<file path="src/rtl/nbe_pkg.sv">
// Shared types and constants for the nested blob extractor.
package nbe_pkg;

    localparam int POS_BITS_DEF    = 28;
    localparam int VARINT_MAX_DEF  = 4;
    localparam int BYTE_W          = 8;
    localparam int STATUS_W        = 3;
    localparam int OUT_TDATA_W     = 16;

    // Wire type and field numbers of interest
    localparam logic [2:0] WIRE_LEN     = 3'd2;
    localparam int FN_V1_LAYER          = 2;
    localparam int FN_LAYER             = 100;
    localparam int FN_V1_VALUE          = 5;
    localparam int FN_V1_BLOB           = 6;
    localparam int FN_V1_FIXED          = 7;
    localparam int FN_LAYER_BLOB        = 7;
    localparam int FN_BLOB_DATA         = 5;
    localparam int FIXED32_LEN          = 4;

    typedef enum logic [1:0] {
        PH_TAG   = 2'd0,
        PH_LEN   = 2'd1,
        PH_VALUE = 2'd2,
        PH_SKIP  = 2'd3
    } phase_t;

    typedef enum logic [2:0] {
        ACT_SKIP       = 3'd0,
        ACT_EMIT       = 3'd1,
        ACT_PUSH_V1    = 3'd2,
        ACT_PUSH_LAYER = 3'd3,
        ACT_PUSH_BLOB  = 3'd4
    } act_t;

    typedef enum logic [2:0] {
        ST_RUN     = 3'd0,
        ST_OK      = 3'd1,
        ST_VARINT  = 3'd2,
        ST_WIRE    = 3'd3,
        ST_FIELD   = 3'd4,
        ST_OVERRUN = 3'd5
    } status_t;

    localparam logic [1:0] LVL_TOP   = 2'd0;
    localparam logic [1:0] LVL_LAYER = 2'd1;
    localparam logic [1:0] LVL_BLOB  = 2'd2;

    // Parser control state
    typedef struct packed {
        logic [1:0] level;
        logic       layer_kind;   // 0 V1 layer, 1 Layer
        phase_t     phase;
        act_t       pending;
        logic       emit_payload;
        logic       finished;
        status_t    status;
    } ctrl_t;

    localparam ctrl_t CTRL_RESET = '{
        level:        LVL_TOP,
        layer_kind:   1'b0,
        phase:        PH_TAG,
        pending:      ACT_SKIP,
        emit_payload: 1'b0,
        finished:     1'b0,
        status:       ST_RUN
    };

endpackage

</file>
<file path="src/rtl/nbe_step.sv">
// Next-state logic of the parser for one file byte.
module nbe_step #(
    parameter int POS_BITS         = nbe_pkg::POS_BITS_DEF,
    parameter int VARINT_MAX_BYTES = nbe_pkg::VARINT_MAX_DEF,
    localparam int ACC_W = 7 * VARINT_MAX_BYTES,
    localparam int CNT_W = (VARINT_MAX_BYTES > 1) ? $clog2(VARINT_MAX_BYTES) : 1
) (
    input  logic [7:0]          in_byte,
    input  logic                in_last,
    input  nbe_pkg::ctrl_t      ctrl,
    input  logic [POS_BITS-1:0] position,
    input  logic [POS_BITS-1:0] level_end1,
    input  logic [POS_BITS-1:0] level_end2,
    input  logic [ACC_W-1:0]    varint_acc,
    input  logic [CNT_W-1:0]    varint_count,
    input  logic [POS_BITS-1:0] bytes_left,
    output nbe_pkg::ctrl_t      ctrl_next,
    output logic [POS_BITS-1:0] position_next,
    output logic [POS_BITS-1:0] level_end1_next,
    output logic [POS_BITS-1:0] level_end2_next,
    output logic [ACC_W-1:0]    varint_acc_next,
    output logic [CNT_W-1:0]    varint_count_next,
    output logic [POS_BITS-1:0] bytes_left_next,
    output logic [7:0]          out_byte,
    output logic                has_byte,
    output nbe_pkg::status_t    status
);
    import nbe_pkg::*;

    localparam int SUM_W = ((POS_BITS > ACC_W) ? POS_BITS : ACC_W) + 1;
    localparam int FN_W  = ACC_W - 3;
    localparam logic [POS_BITS-1:0] POS_MAX = {POS_BITS{1'b1}};

    logic [CNT_W+2:0]    shamt;
    logic [ACC_W-1:0]    shifted;
    logic [ACC_W-1:0]    value;
    logic [FN_W-1:0]     fn;
    logic [POS_BITS-1:0] pos_inc;
    logic [POS_BITS-1:0] cur_end;

    assign shamt   = {3'b000, varint_count} * (CNT_W + 3)'(7);
    assign shifted = {{(ACC_W-7){1'b0}}, in_byte[6:0]} << shamt;
    assign value   = varint_acc | shifted;
    assign fn      = value[ACC_W-1:3];
    assign pos_inc = position + 1'b1;
    assign cur_end = (ctrl.level == LVL_BLOB) ? level_end2 : level_end1;

    always_comb begin
        ctrl_t               nx;
        logic                start_len;
        logic [ACC_W-1:0]    len;
        logic [SUM_W-1:0]    len_sum;
        logic [SUM_W-1:0]    limit;

        nx                = ctrl;
        position_next     = position;
        level_end1_next   = level_end1;
        level_end2_next   = level_end2;
        varint_acc_next   = varint_acc;
        varint_count_next = varint_count;
        bytes_left_next   = bytes_left;
        out_byte          = 8'h00;
        has_byte          = 1'b0;
        start_len         = 1'b0;
        len               = value;
        len_sum           = '0;
        limit             = '0;

        if (!ctrl.finished) begin
            if (position == POS_MAX ||
                (ctrl.level != LVL_TOP && position >= cur_end)) begin
                nx.finished = 1'b1;
                nx.status   = ST_OVERRUN;
            end else begin
                position_next = pos_inc;
                if (ctrl.phase == PH_SKIP) begin
                    if (ctrl.emit_payload) begin
                        out_byte = in_byte;
                        has_byte = 1'b1;
                    end
                    bytes_left_next = bytes_left - 1'b1;
                    if (bytes_left == POS_BITS'(1))
                        nx.phase = PH_TAG;
                end else if (in_byte[7]) begin
                    if (varint_count == CNT_W'(VARINT_MAX_BYTES - 1)) begin
                        nx.finished = 1'b1;
                        nx.status   = ST_VARINT;
                    end else begin
                        varint_acc_next   = value;
                        varint_count_next = varint_count + 1'b1;
                    end
                end else begin
                    varint_acc_next   = '0;
                    varint_count_next = '0;
                    if (ctrl.phase == PH_TAG) begin
                        nx.phase = PH_TAG;
                        if (ctrl.level == LVL_TOP) begin
                            if (in_last) begin
                                nx.finished = 1'b1;
                                nx.status   = ST_OK;
                            end else if (value[2:0] != WIRE_LEN) begin
                                nx.finished = 1'b1;
                                nx.status   = ST_WIRE;
                            end else if (fn == FN_W'(FN_V1_LAYER)) begin
                                nx.pending = ACT_PUSH_V1;
                                nx.phase   = PH_LEN;
                            end else if (fn == FN_W'(FN_LAYER)) begin
                                nx.pending = ACT_PUSH_LAYER;
                                nx.phase   = PH_LEN;
                            end else if (fn == FN_W'(1) ||
                                         (fn >= FN_W'(3) && fn <= FN_W'(7))) begin
                                nx.pending = ACT_SKIP;
                                nx.phase   = PH_LEN;
                            end else begin
                                nx.finished = 1'b1;
                                nx.status   = ST_FIELD;
                            end
                        end else if (value == '0) begin
                            // zero tag: ignored in a V1 layer, ends the parse in a Layer or blob level
                            if (!(ctrl.level == LVL_LAYER && !ctrl.layer_kind)) begin
                                nx.finished = 1'b1;
                                nx.status   = ST_OK;
                            end
                        end else if (pos_inc == cur_end) begin
                            // tag lands on the level end: level closes below
                        end else if (ctrl.level == LVL_LAYER && !ctrl.layer_kind) begin
                            if (fn == FN_W'(FN_V1_VALUE)) begin
                                nx.phase = PH_VALUE;
                            end else if (fn == FN_W'(FN_V1_BLOB)) begin
                                nx.pending = ACT_PUSH_BLOB;
                                nx.phase   = PH_LEN;
                            end else if (fn == FN_W'(FN_V1_FIXED)) begin
                                nx.pending = ACT_SKIP;
                                start_len  = 1'b1;
                                len        = ACC_W'(FIXED32_LEN);
                            end else begin
                                nx.pending = ACT_EMIT;
                                nx.phase   = PH_LEN;
                            end
                        end else if (ctrl.level == LVL_LAYER) begin
                            nx.pending = (fn == FN_W'(FN_LAYER_BLOB)) ? ACT_PUSH_BLOB
                                                                      : ACT_SKIP;
                            nx.phase   = PH_LEN;
                        end else begin
                            if (fn >= FN_W'(1) && fn <= FN_W'(4)) begin
                                nx.phase = PH_VALUE;
                            end else begin
                                nx.pending = (fn == FN_W'(FN_BLOB_DATA)) ? ACT_EMIT
                                                                         : ACT_SKIP;
                                nx.phase   = PH_LEN;
                            end
                        end
                    end else if (ctrl.phase == PH_LEN) begin
                        start_len = 1'b1;
                    end else begin
                        nx.phase = PH_TAG;
                    end
                end

                // length of a field or nested level
                if (start_len) begin
                    len_sum = SUM_W'(pos_inc) + SUM_W'(len);
                    limit   = (ctrl.level != LVL_TOP) ? SUM_W'(cur_end) : SUM_W'(POS_MAX);
                    if (len_sum > limit) begin
                        nx.finished = 1'b1;
                        nx.status   = ST_OVERRUN;
                    end else if (nx.pending == ACT_PUSH_V1 || nx.pending == ACT_PUSH_LAYER ||
                                 nx.pending == ACT_PUSH_BLOB) begin
                        if (ctrl.level == LVL_TOP) begin
                            nx.level        = LVL_LAYER;
                            level_end1_next = len_sum[POS_BITS-1:0];
                        end else if (ctrl.level == LVL_LAYER) begin
                            nx.level        = LVL_BLOB;
                            level_end2_next = len_sum[POS_BITS-1:0];
                        end
                        if (nx.pending == ACT_PUSH_V1)
                            nx.layer_kind = 1'b0;
                        else if (nx.pending == ACT_PUSH_LAYER)
                            nx.layer_kind = 1'b1;
                        nx.phase = PH_TAG;
                    end else begin
                        nx.emit_payload = (nx.pending == ACT_EMIT);
                        if (len == '0) begin
                            nx.phase = PH_TAG;
                        end else begin
                            bytes_left_next = POS_BITS'(len);
                            nx.phase        = PH_SKIP;
                        end
                    end
                end

                // close levels that end here, innermost first
                if (!nx.finished && nx.phase == PH_TAG) begin
                    if (nx.level == LVL_BLOB && pos_inc == level_end2_next)
                        nx.level = LVL_LAYER;
                    if (nx.level == LVL_LAYER && pos_inc == level_end1_next)
                        nx.level = LVL_TOP;
                end

                if (!nx.finished && in_last) begin
                    nx.finished = 1'b1;
                    nx.status   = (nx.level == LVL_TOP && nx.phase == PH_TAG) ? ST_OK
                                                                              : ST_OVERRUN;
                end
            end
        end

        ctrl_next = nx;
        status    = nx.finished ? nx.status : ST_RUN;
    end

endmodule

</file>
<file path="src/rtl/nested_protobuf_blob_extractor_top.sv">
// Top level of the nested blob extractor: handshake, state and result registers.
//
// Takes a serialized model file one byte per transfer on the s_ channel
// (s_tdata = byte, s_tlast = final byte of the file) and returns exactly one
// result per byte on the m_ channel: the payload byte when one is extracted,
// a has-byte flag and the parse status (0 running, 1 success, 2 varint too
// long, 3 bad wire type, 4 bad top-level field, 5 overrun or truncation).
// Once a final status appears, all later bytes report it with no payload,
// until reset.
// A byte accepted into the input register passes through the parser into the
// result register, from which its result transfer happens.
// Throughput: one byte per cycle while m_tready stays high; the parser state
// updates once per byte between the input register and the result register.
// When m_tready is low the result register holds, one more byte waits in the
// input register, and s_tready drops after that.
// Reset (aresetn low, synchronous) returns the parser to the top level,
// position zero, and empties both registers.
module nested_protobuf_blob_extractor_top #(
    parameter int POS_BITS         = nbe_pkg::POS_BITS_DEF,
    parameter int VARINT_MAX_BYTES = nbe_pkg::VARINT_MAX_DEF
) (
    input  logic                            aclk,
    input  logic                            aresetn,
    input  logic                            s_tvalid,
    output logic                            s_tready,
    input  logic [7:0]                      s_tdata,   // [7:0] in_byte
    input  logic                            s_tlast,   // last
    output logic                            m_tvalid,
    input  logic                            m_tready,
    output logic [nbe_pkg::OUT_TDATA_W-1:0] m_tdata    // [7:0] out_byte, [8] has_byte,
                                                       // [11:9] status, [15:12] zero
);
    import nbe_pkg::*;

    localparam int ACC_W = 7 * VARINT_MAX_BYTES;
    localparam int CNT_W = (VARINT_MAX_BYTES > 1) ? $clog2(VARINT_MAX_BYTES) : 1;

    logic                in_valid_reg;
    logic [7:0]          in_byte_reg;
    logic                in_last_reg;
    logic                out_valid_reg;
    logic [7:0]          out_byte_reg;
    logic                out_has_reg;
    status_t             out_status_reg;

    ctrl_t               ctrl_reg, ctrl_next;
    logic [POS_BITS-1:0] position_reg, position_next;
    logic [POS_BITS-1:0] level_end1_reg, level_end1_next;
    logic [POS_BITS-1:0] level_end2_reg, level_end2_next;
    logic [ACC_W-1:0]    varint_acc_reg, varint_acc_next;
    logic [CNT_W-1:0]    varint_count_reg, varint_count_next;
    logic [POS_BITS-1:0] bytes_left_reg, bytes_left_next;

    logic [7:0]          res_byte;
    logic                res_has;
    status_t             res_status;

    logic                out_free;
    logic                advance;

    assign out_free = !out_valid_reg || m_tready;
    assign advance  = in_valid_reg && out_free;
    assign s_tready = !in_valid_reg || advance;
    assign m_tvalid = out_valid_reg;
    assign m_tdata  = {4'b0000, out_status_reg, out_has_reg, out_byte_reg};

    nbe_step #(
        .POS_BITS         (POS_BITS),
        .VARINT_MAX_BYTES (VARINT_MAX_BYTES)
    ) u_step (
        .in_byte           (in_byte_reg),
        .in_last           (in_last_reg),
        .ctrl              (ctrl_reg),
        .position          (position_reg),
        .level_end1        (level_end1_reg),
        .level_end2        (level_end2_reg),
        .varint_acc        (varint_acc_reg),
        .varint_count      (varint_count_reg),
        .bytes_left        (bytes_left_reg),
        .ctrl_next         (ctrl_next),
        .position_next     (position_next),
        .level_end1_next   (level_end1_next),
        .level_end2_next   (level_end2_next),
        .varint_acc_next   (varint_acc_next),
        .varint_count_next (varint_count_next),
        .bytes_left_next   (bytes_left_next),
        .out_byte          (res_byte),
        .has_byte          (res_has),
        .status            (res_status)
    );

    // input register
    always_ff @(posedge aclk) begin
        if (!aresetn) begin
            in_valid_reg <= 1'b0;
        end else if (s_tready) begin
            in_valid_reg <= s_tvalid;
        end
        if (s_tready && s_tvalid) begin
            in_byte_reg <= s_tdata;
            in_last_reg <= s_tlast;
        end
    end

    // parser state and result register
    always_ff @(posedge aclk) begin
        if (!aresetn) begin
            out_valid_reg    <= 1'b0;
            ctrl_reg         <= CTRL_RESET;
            position_reg     <= '0;
            level_end1_reg   <= '0;
            level_end2_reg   <= '0;
            varint_acc_reg   <= '0;
            varint_count_reg <= '0;
            bytes_left_reg   <= '0;
        end else begin
            if (out_free)
                out_valid_reg <= in_valid_reg;
            if (advance) begin
                ctrl_reg         <= ctrl_next;
                position_reg     <= position_next;
                level_end1_reg   <= level_end1_next;
                level_end2_reg   <= level_end2_next;
                varint_acc_reg   <= varint_acc_next;
                varint_count_reg <= varint_count_next;
                bytes_left_reg   <= bytes_left_next;
            end
        end
        if (advance) begin
            out_byte_reg   <= res_byte;
            out_has_reg    <= res_has;
            out_status_reg <= res_status;
        end
    end

`ifndef SYNTH
    a_finished_sticks: assert property (@(posedge aclk) disable iff (!aresetn)
        ctrl_reg.finished |=> ctrl_reg.finished)
        else $error("parser left the finished state");

    a_pos_in_level: assert property (@(posedge aclk) disable iff (!aresetn)
        (!ctrl_reg.finished && ctrl_reg.level == LVL_LAYER) |-> position_reg <= level_end1_reg)
        else $error("position beyond end of layer");

    a_blob_in_layer: assert property (@(posedge aclk) disable iff (!aresetn)
        (!ctrl_reg.finished && ctrl_reg.level == LVL_BLOB) |->
            (position_reg <= level_end2_reg && level_end2_reg <= level_end1_reg))
        else $error("blob level not nested inside layer");

    a_stall_holds_item: assert property (@(posedge aclk) disable iff (!aresetn)
        (in_valid_reg && !out_free) |=> (in_valid_reg && $stable(in_byte_reg)))
        else $error("pending byte lost during stall");
`endif

endmodule
</file>
<file path="config.mk">
export PLATFORM = sky130hd
export DESIGN_NAME = nested_protobuf_blob_extractor_top
export DESIGN_NICKNAME = d
export VERILOG_FILES = /design/src/rtl/nbe_pkg.sv /design/src/rtl/nbe_step.sv /design/src/rtl/nested_protobuf_blob_extractor_top.sv
export SDC_FILE = /design/constraint.sdc
export NUM_CORES = 1
export LEC_CHECK = 0
export ABC_AREA = 1
export ABC_CLOCK_PERIOD_IN_PS = 11200
export BUFFER_PORTS_ARGS = -buffer_cell sky130_fd_sc_hd__buf_2
export CORE_MARGIN = 1
export CORE_UTILIZATION = 49
export DETAILED_ROUTE_END_ITERATION = 10
export PLACE_DENSITY = 0.76
export SETUP_SLACK_MARGIN = 0.3
export SLEW_MARGIN = 10
export SYNTH_ARGS = -nofsm -noshare
export SYNTH_HDL_FRONTEND = slang
export SYNTH_SLANG_ARGS = --single-unit
</file>
<file path="constraint.sdc">
create_clock -name aclk -period 11.2 [get_ports aclk]
set_clock_uncertainty 0.2 [all_clocks]
set_input_delay 0.56 -clock aclk [delete_from_list [all_inputs] [get_ports aclk]]
set_output_delay 0.56 -clock aclk [all_outputs]
set_load 0.03 [all_outputs]
</file>
Yosys cells after proc, flatten, opt, wreduce, memory -nomap -nowiden
Cells that the tools add are included.
{ "classes": {"addsub": 4, "multipliers": 1, "magnitude_cmp": 6, "n_eq_ne": 26, "n_shift": 1, "mux": 129, "n_bitwise": 5, "n_reduce_logical": 37} }
{ "op_table": {"columns": ["cell", "count"], "rows": [
  ["2-to-1 mux 28 bit", 34],
  ["2-to-1 mux 5 bit", 27],
  ["== test 28 bit", 3],
  ["== test 25 x 3 -> 1 bit (second input constant)", 3],
  ["2-to-1 mux 4 bit", 18],
  ["zero test 28 bit", 2],
  ["<= comparator 25 x 3 -> 1 bit (second input constant)", 2],
  ["2-to-1 mux 2 bit", 20],
  ["adder 28 x 28 -> 29 bit", 1],
  ["> comparator 29 bit", 1],
  ["adder 28 x 1 -> 28 bit (second input constant)", 1],
  ["== test 28 x 1 -> 1 bit (second input constant)", 1],
  ["== test 28 bit (second input constant)", 1],
  ["greater-or-equal comparator 28 bit", 1],
  ["OR 28 bit", 1],
  ["<< shifter 7 x 5 -> 28 bit", 1],
  ["subtractor 28 x 1 -> 28 bit (second input constant)", 1],
  ["2-to-1 mux 3 bit", 9],
  ["== test 25 x 1 -> 1 bit (second input constant)", 1],
  ["== test 25 x 2 -> 1 bit (second input constant)", 1],
  ["== test 25 x 7 -> 1 bit (second input constant)", 1],
  ["greater-or-equal comparator 25 x 1 -> 1 bit (second input constant)", 1],
  ["greater-or-equal comparator 25 x 2 -> 1 bit (second input constant)", 1],
  ["2-to-1 mux 1 bit", 21],
  ["other kinds (23)", 56]
]} }
{ "totals": {"register_bits": 178, "inputBits": 13, "out_inout_bits": 18, "word_cells": 229} }

Longest topological paths before layout
{ "depth": {"word_depth": 52, "depth_mapped": 60, "ltp_nobuf": 60} }

Modules after synthesis
From an unflattened synthesis, not the netlist that was laid out.
{ "unflattened": {"hier_cells": 3301, "area_unflattened_um2": 18666.7} }
{ "by_module_without_submodules": {"columns": ["mod", "n_inst", "cells_per_inst", "area_each_um2", "seq_area_each_um2"], "rows": [
  ["nbe_step", 1, 2245, 10909.2, 0.0],
  ["nested_protobuf_blob_extractor_top", 1, 1056, 7757.4, 3773.6]
]} }

Worst setup path before layout
No wires, ideal clock.
{ "synth_path": {"kind": "reg2reg", "from": "register ctrl_reg[11] (netlist name)", "to": "register out_status_reg[2], data pin", "setup_time_ns": 0.268, "arrival_time_ns": 7.309, "required_ns": 10.732, "setup_slack_ns": 3.423, "stages_incl_launch_ff": 53, "path_buffers": 3, "synth_period_minus_slack_ns": 7.777, "path_cell_list": "dfxtp_1 inv_1 ha_1 buf_2 clkbuf_1 o21ai_0 ha_1 a21oi_1 o2111ai_1 nor2_1 nand3_1 nor2_1 nand3_2 nand4_1 nand2_1 inv_1 ha_1 inv_1 [17 not listed] nand3_1 nand2_1 nand3_1 nor2_2 buf_2 nand3_1 nand2_1 nand2_1 nand2_1 nand3_1 nor2_1 nand2_1 nor2_1 nand3_1 a21oi_1 nand2_1 nand2_1 nor2_1"} }
{ "synth_via": {"elab_chain_cells": 37, "elab_cells_between_ends": 105, "classes_between": "add/sub: 1; order compare: 2; eq/ne: 10; mux: 76; reduce/logical: 16"} }
{ "synth_rtl": {"columns": ["item", "line_no", "text"], "rows": [
  ["start: declaration", "nested_protobuf_blob_extractor_top.sv:46", "ctrl_t ctrl_reg, ctrl_next;"],
  ["start signal: assignment", "nested_protobuf_blob_extractor_top.sv:120", "ctrl_reg <= ctrl_next;"],
  ["parallel branches: the longest is 35 deep, another holds adder 28 x 28 -> 29 bit", null, null],
  ["2-to-1 mux 4 bit (*)", "nbe_step.sv:70", "if (position == POS_MAX ||"],
  ["2-to-1 mux 4 bit (*)", "nbe_step.sv:69", "if (!ctrl.finished) begin"],
  ["end signal: assignment", "nested_protobuf_blob_extractor_top.sv:132", "out_status_reg <= res_status;"],
  ["end: declaration", "nested_protobuf_blob_extractor_top.sv:44", "status_t out_status_reg;"]
]} }
Mark *: on every way between the ends. The select of a mux whose other input is x is not followed.
A chain may end at the register's enable or synchronous reset.

Worst setup path after layout
{ "layout_path": {"from": "register position_reg[0]", "to": "register out_status_reg[2], data pin"} }
{ "layout_via": {"elab_chain_cells": 36, "elab_cells_between_ends": 88, "classes_between": "add/sub: 2; order compare: 2; eq/ne: 9; mux: 62; reduce/logical: 13"} }
{ "layout_rtl": {"columns": ["item", "line_no", "text"], "rows": [
  ["start: declaration", "nested_protobuf_blob_extractor_top.sv:47", "logic [POS_BITS-1:0] position_reg, position_next;"],
  ["start signal: assignment", "nested_protobuf_blob_extractor_top.sv:121", "position_reg <= position_next;"],
  ["adder 28 x 1 -> 28 bit (*)", "nbe_step.sv:45", "assign pos_inc = position + 1'b1;"],
  ["via u_step.pos_inc[6]", "nbe_step.sv:38", "logic [POS_BITS-1:0] pos_inc;"],
  ["parallel branches: the longest is 32 deep, another holds adder 28 x 28 -> 29 bit", null, null],
  ["2-to-1 mux 4 bit (*)", "nbe_step.sv:200", "if (!nx.finished && in_last) begin"],
  ["2-to-1 mux 4 bit (*)", "nbe_step.sv:70", null],
  ["2-to-1 mux 4 bit (*)", "nbe_step.sv:69", null]
]} }
Mark *: on every way through the listed nets, which the timed path passes. The select of a mux whose other input is x is not followed.

==> results.ini <==
[worst_setup_path]
cp.required_ns = 11.20
rrSetupSlack_ns = 1.17
slowest_stage = dfxtp_1
r2r_end = out_status_reg[2]$_SDFFCE_PN0P_
crit_buf_inv = 3
crit_family = simple AND/OR/NAND/NOR gates
r2r-start = position_reg[0]$_SDFFE_PN0P_
criticalPathCategory = reg2reg
cp-end-kind = register
r2r_cells = 50
slowest_delay_ns = 0.53
critical_path_arrival_ns = 10.03
cpMostUsedCell = nand2_1
cp_max_fo = 28
worstSetupStartpointType = register

[cts]
post_cts_buffers = 0
cts-root-buf = clkbuf_16
cts_buffers = 17
clk_pin_slew_worst_paths_ns = 0.08
cts_tree = done
holdBufCountCts = 0
cts_num_sinks = 178
htree_levels = 4
insertion_delay_ns = 0.46
clockBufferDepth = 2

[worst_hold_path]
whs_path_depth = 1
min-delay-start = s_tdata[3]
worstHoldEndpoint = in_byte_reg[3]$_DFFE_PP_
hold_path_class = in2reg

[synthesis]
synth_cell_types = 56
synthAdderAreaFrac_pct = 7.789
post-synth-top-area-cell = dfxtp_1
synth_seq_area_share_pct = 25.10
yosys.area_share.simple_pct = 33.78
synth_compound_area_share_pct = 18.65
synthCells = 2434
synth-main-ff-cell = dfxtp_1
synthXorXnorAreaFrac_pct = 3.029
yosys-mux-area-fraction_pct = 0
synth-seq-cells = 178
synth-edff-count = 21
synth_area_leaders = dfxtp_1, nand2_1, inv_1, nand3_1, ha_1
synth_top_family_by_area = simple AND/OR/NAND/NOR gates
avgSynthCellArea_um2 = 6.177
synth.cell_area_um2 = 15040
synth.top_cell.area_share_pct = 20.90
synthArstFlopShare_pct = 0
ys_warn_count = 0

[cells_and_area]
fin_area_um2 = 16010
multi_input_area_um2 = 9552
nets = 2510
drive_above_1_share_pct = 4.592
fill_cells = 3006
antenna_cells = 0
area_growth_syn_to_layout_pct = 6.483
seq_area_um2 = 3774

[placed_design]
dp_hpwl_mm = 38.13
preCtsSetupSlack_ns = 1.379
globalplace.congestion = 0.9908
placed_area_um2 = 15390
port_buffers = 26

[die]
rows = 63
die_h_um = 177.2
num_io_pins = 31
initial_core_util_pct = 50.33
fp.dieW_um = 177.2
design.core.area_um2 = 29870
die-area_um2 = 31390

[timing]
relSlewSlack_pct = 24.79
fmax_ghz = 0.09973
timing.setup.tns_ns = 0
finalHoldViolCount = 0
setup_viol = 0
worstMarginPinSlew_ns = 1.127
grt_setup_unrepaired = no
drv_slew = 0
min_period_ns = 10.03
timing.final.crit_share_pct = 89.53
setup_ws_ns = 1.173

[detailed_routing]
drcViolationCount = 0
wl_per_cell_um = 18.17
vias = 16310
dr.pass1.iters = 8
routed_wl_mm = 51.00
viasPerCell = 5.812
drtIter0Drc = 1751
antenna_left = 0

[outcome]
status = completed

[pwr]
powerDensity_nw_per_um2 = 144.5
power_leakage_nw = 7.957
vdd_drop_max_mv = 0.1165

[global_route]
grt-ovfl-total = 0
grt_pass1_wl_mm = 78.40
grt_pass1_vias = 14480
grt_max_degree = 99
antenna_found_initial = 0
track_usage_pct = 32.45

[flow_run]
maxCapViolCount = 0

==> repair_timing <==
| item | in CTS | in global routing |
|---|---|---|
| resized for setup | 0 | 1 |
| hold endpoints to repair | 0 | 0 |
| setup endpoints to repair | 0 | 1 |
==> logic make-up after synthesis <==
group / Yosys count
simple gates: 1177
fa+ha+maj: 93
buf+inv: 448
other cells: 1
flops: 178
compound gates: 485
xor+xnor: 52
==> synthesized netlist by cell type (4+ instances only) <==
cell type and count:
a211oi_1 35, a21o_1 10, a21oi_1 179, a31oi_1 7, buf_1 9, buf_2 7
buf_4 9, clkbuf_1 66, dfxtp_1 157, edfxtp_1 21, ha_1 92, inv_1 343
inv_2 7, nand2_1 600, nand3_1 252, nand3b_1 8, nand4_1 61, nor2_1 204
nor2_2 5, nor2_4 4, nor3_1 17, nor4_1 12, o211ai_1 60, o21ai_0 157
o21ai_1 5, o21bai_1 4, o221ai_1 7, xnor2_1 12, xor2_1 40
==> layer usage <==
metal	global-route usage, %	wire length [µm]	vias to the layer above
met3	4.532	4277	127
li1	-	-	8055
met5	0	0	-
met4	14.98	2297	0
met2	53.22	23130	745
met1	41.89	21290	7387
==> power breakdown <==
group | switching, W | total (W) | internal [W]
logic | 0.000633 | 0.000915 | 0.000282
clock network | 0.000331 | 0.000635 | 0.000304
registers | 0.0000580 | 0.000763 | 0.000705
total | 0.00102 | 0.00231 | 0.00129
==> cells in the final DEF (no fill, tap or decap), types with 8 or more instances in the layout <==
master     instances
o211ai_1          60
xnor2_1           12
xor2_1            40
dfxtp_1          157
a21o_1            10
buf_4             19
inv_1            342
nor3_1            17
ha_1              90
nor2_1           203
edfxtp_1          21
a21oi_1          179
nand3b_1           8
a211oi_1          35
buf_2             25
nand2_1          600
nor4_1            12
nand4_1           61
nand3_1          251
inv_2              8
clkbuf_16         17
o21ai_0          157
==> layout make-up <==
class,instances,share of cell area (%)
Inverter,352,8.253
Clock buffer,17,2.657
Sequential cell,178,23.57
Timing Repair Buffer,44,1.672
Clock inverter,15,1.141
Multi-Input combinational cell,1811,59.66
Tap cell,390,3.048
==> worst max-delay path by stage <==
stage	from	end	slack (ns)	cells after the start
global route	position_reg[0]$_SDFFE_PN0P_	out_status_reg[2]$_SDFFCE_PN0P_	0.32	54
global placement	position_reg[0]$_SDFFE_PN0P_	out_status_reg[2]$_SDFFCE_PN0P_	1.67	50
detailed placement	position_reg[0]$_SDFFE_PN0P_	out_status_reg[2]$_SDFFCE_PN0P_	1.38	50
floorplan	ctrl_reg[11]$_SDFFE_PN0P_	out_status_reg[2]$_SDFFCE_PN0P_	3.42	52
CTS	position_reg[0]$_SDFFE_PN0P_	out_status_reg[2]$_SDFFCE_PN0P_	1.35	50
finish	position_reg[0]$_SDFFE_PN0P_	out_status_reg[2]$_SDFFCE_PN0P_	1.17	50
==> through the flow <==
step | util, % | hold slack [ns] | total power [W] | std cells
floorplan | - | 0.2367 | 0.001414 | 2437
global route | 53.59 | 0.05548 | 0.002452 | 2807
global placement | 51.52 | 0.2466 | 0.001656 | 2775
CTS | 53.56 | 0.05646 | 0.002302 | 2807
detailed placement | 51.52 | 0.2524 | 0.001668 | 2775
finish | 53.59 | 0.06947 | 0.002314 | 2807
Note: power is estimated with default switching activity, not from simulation.
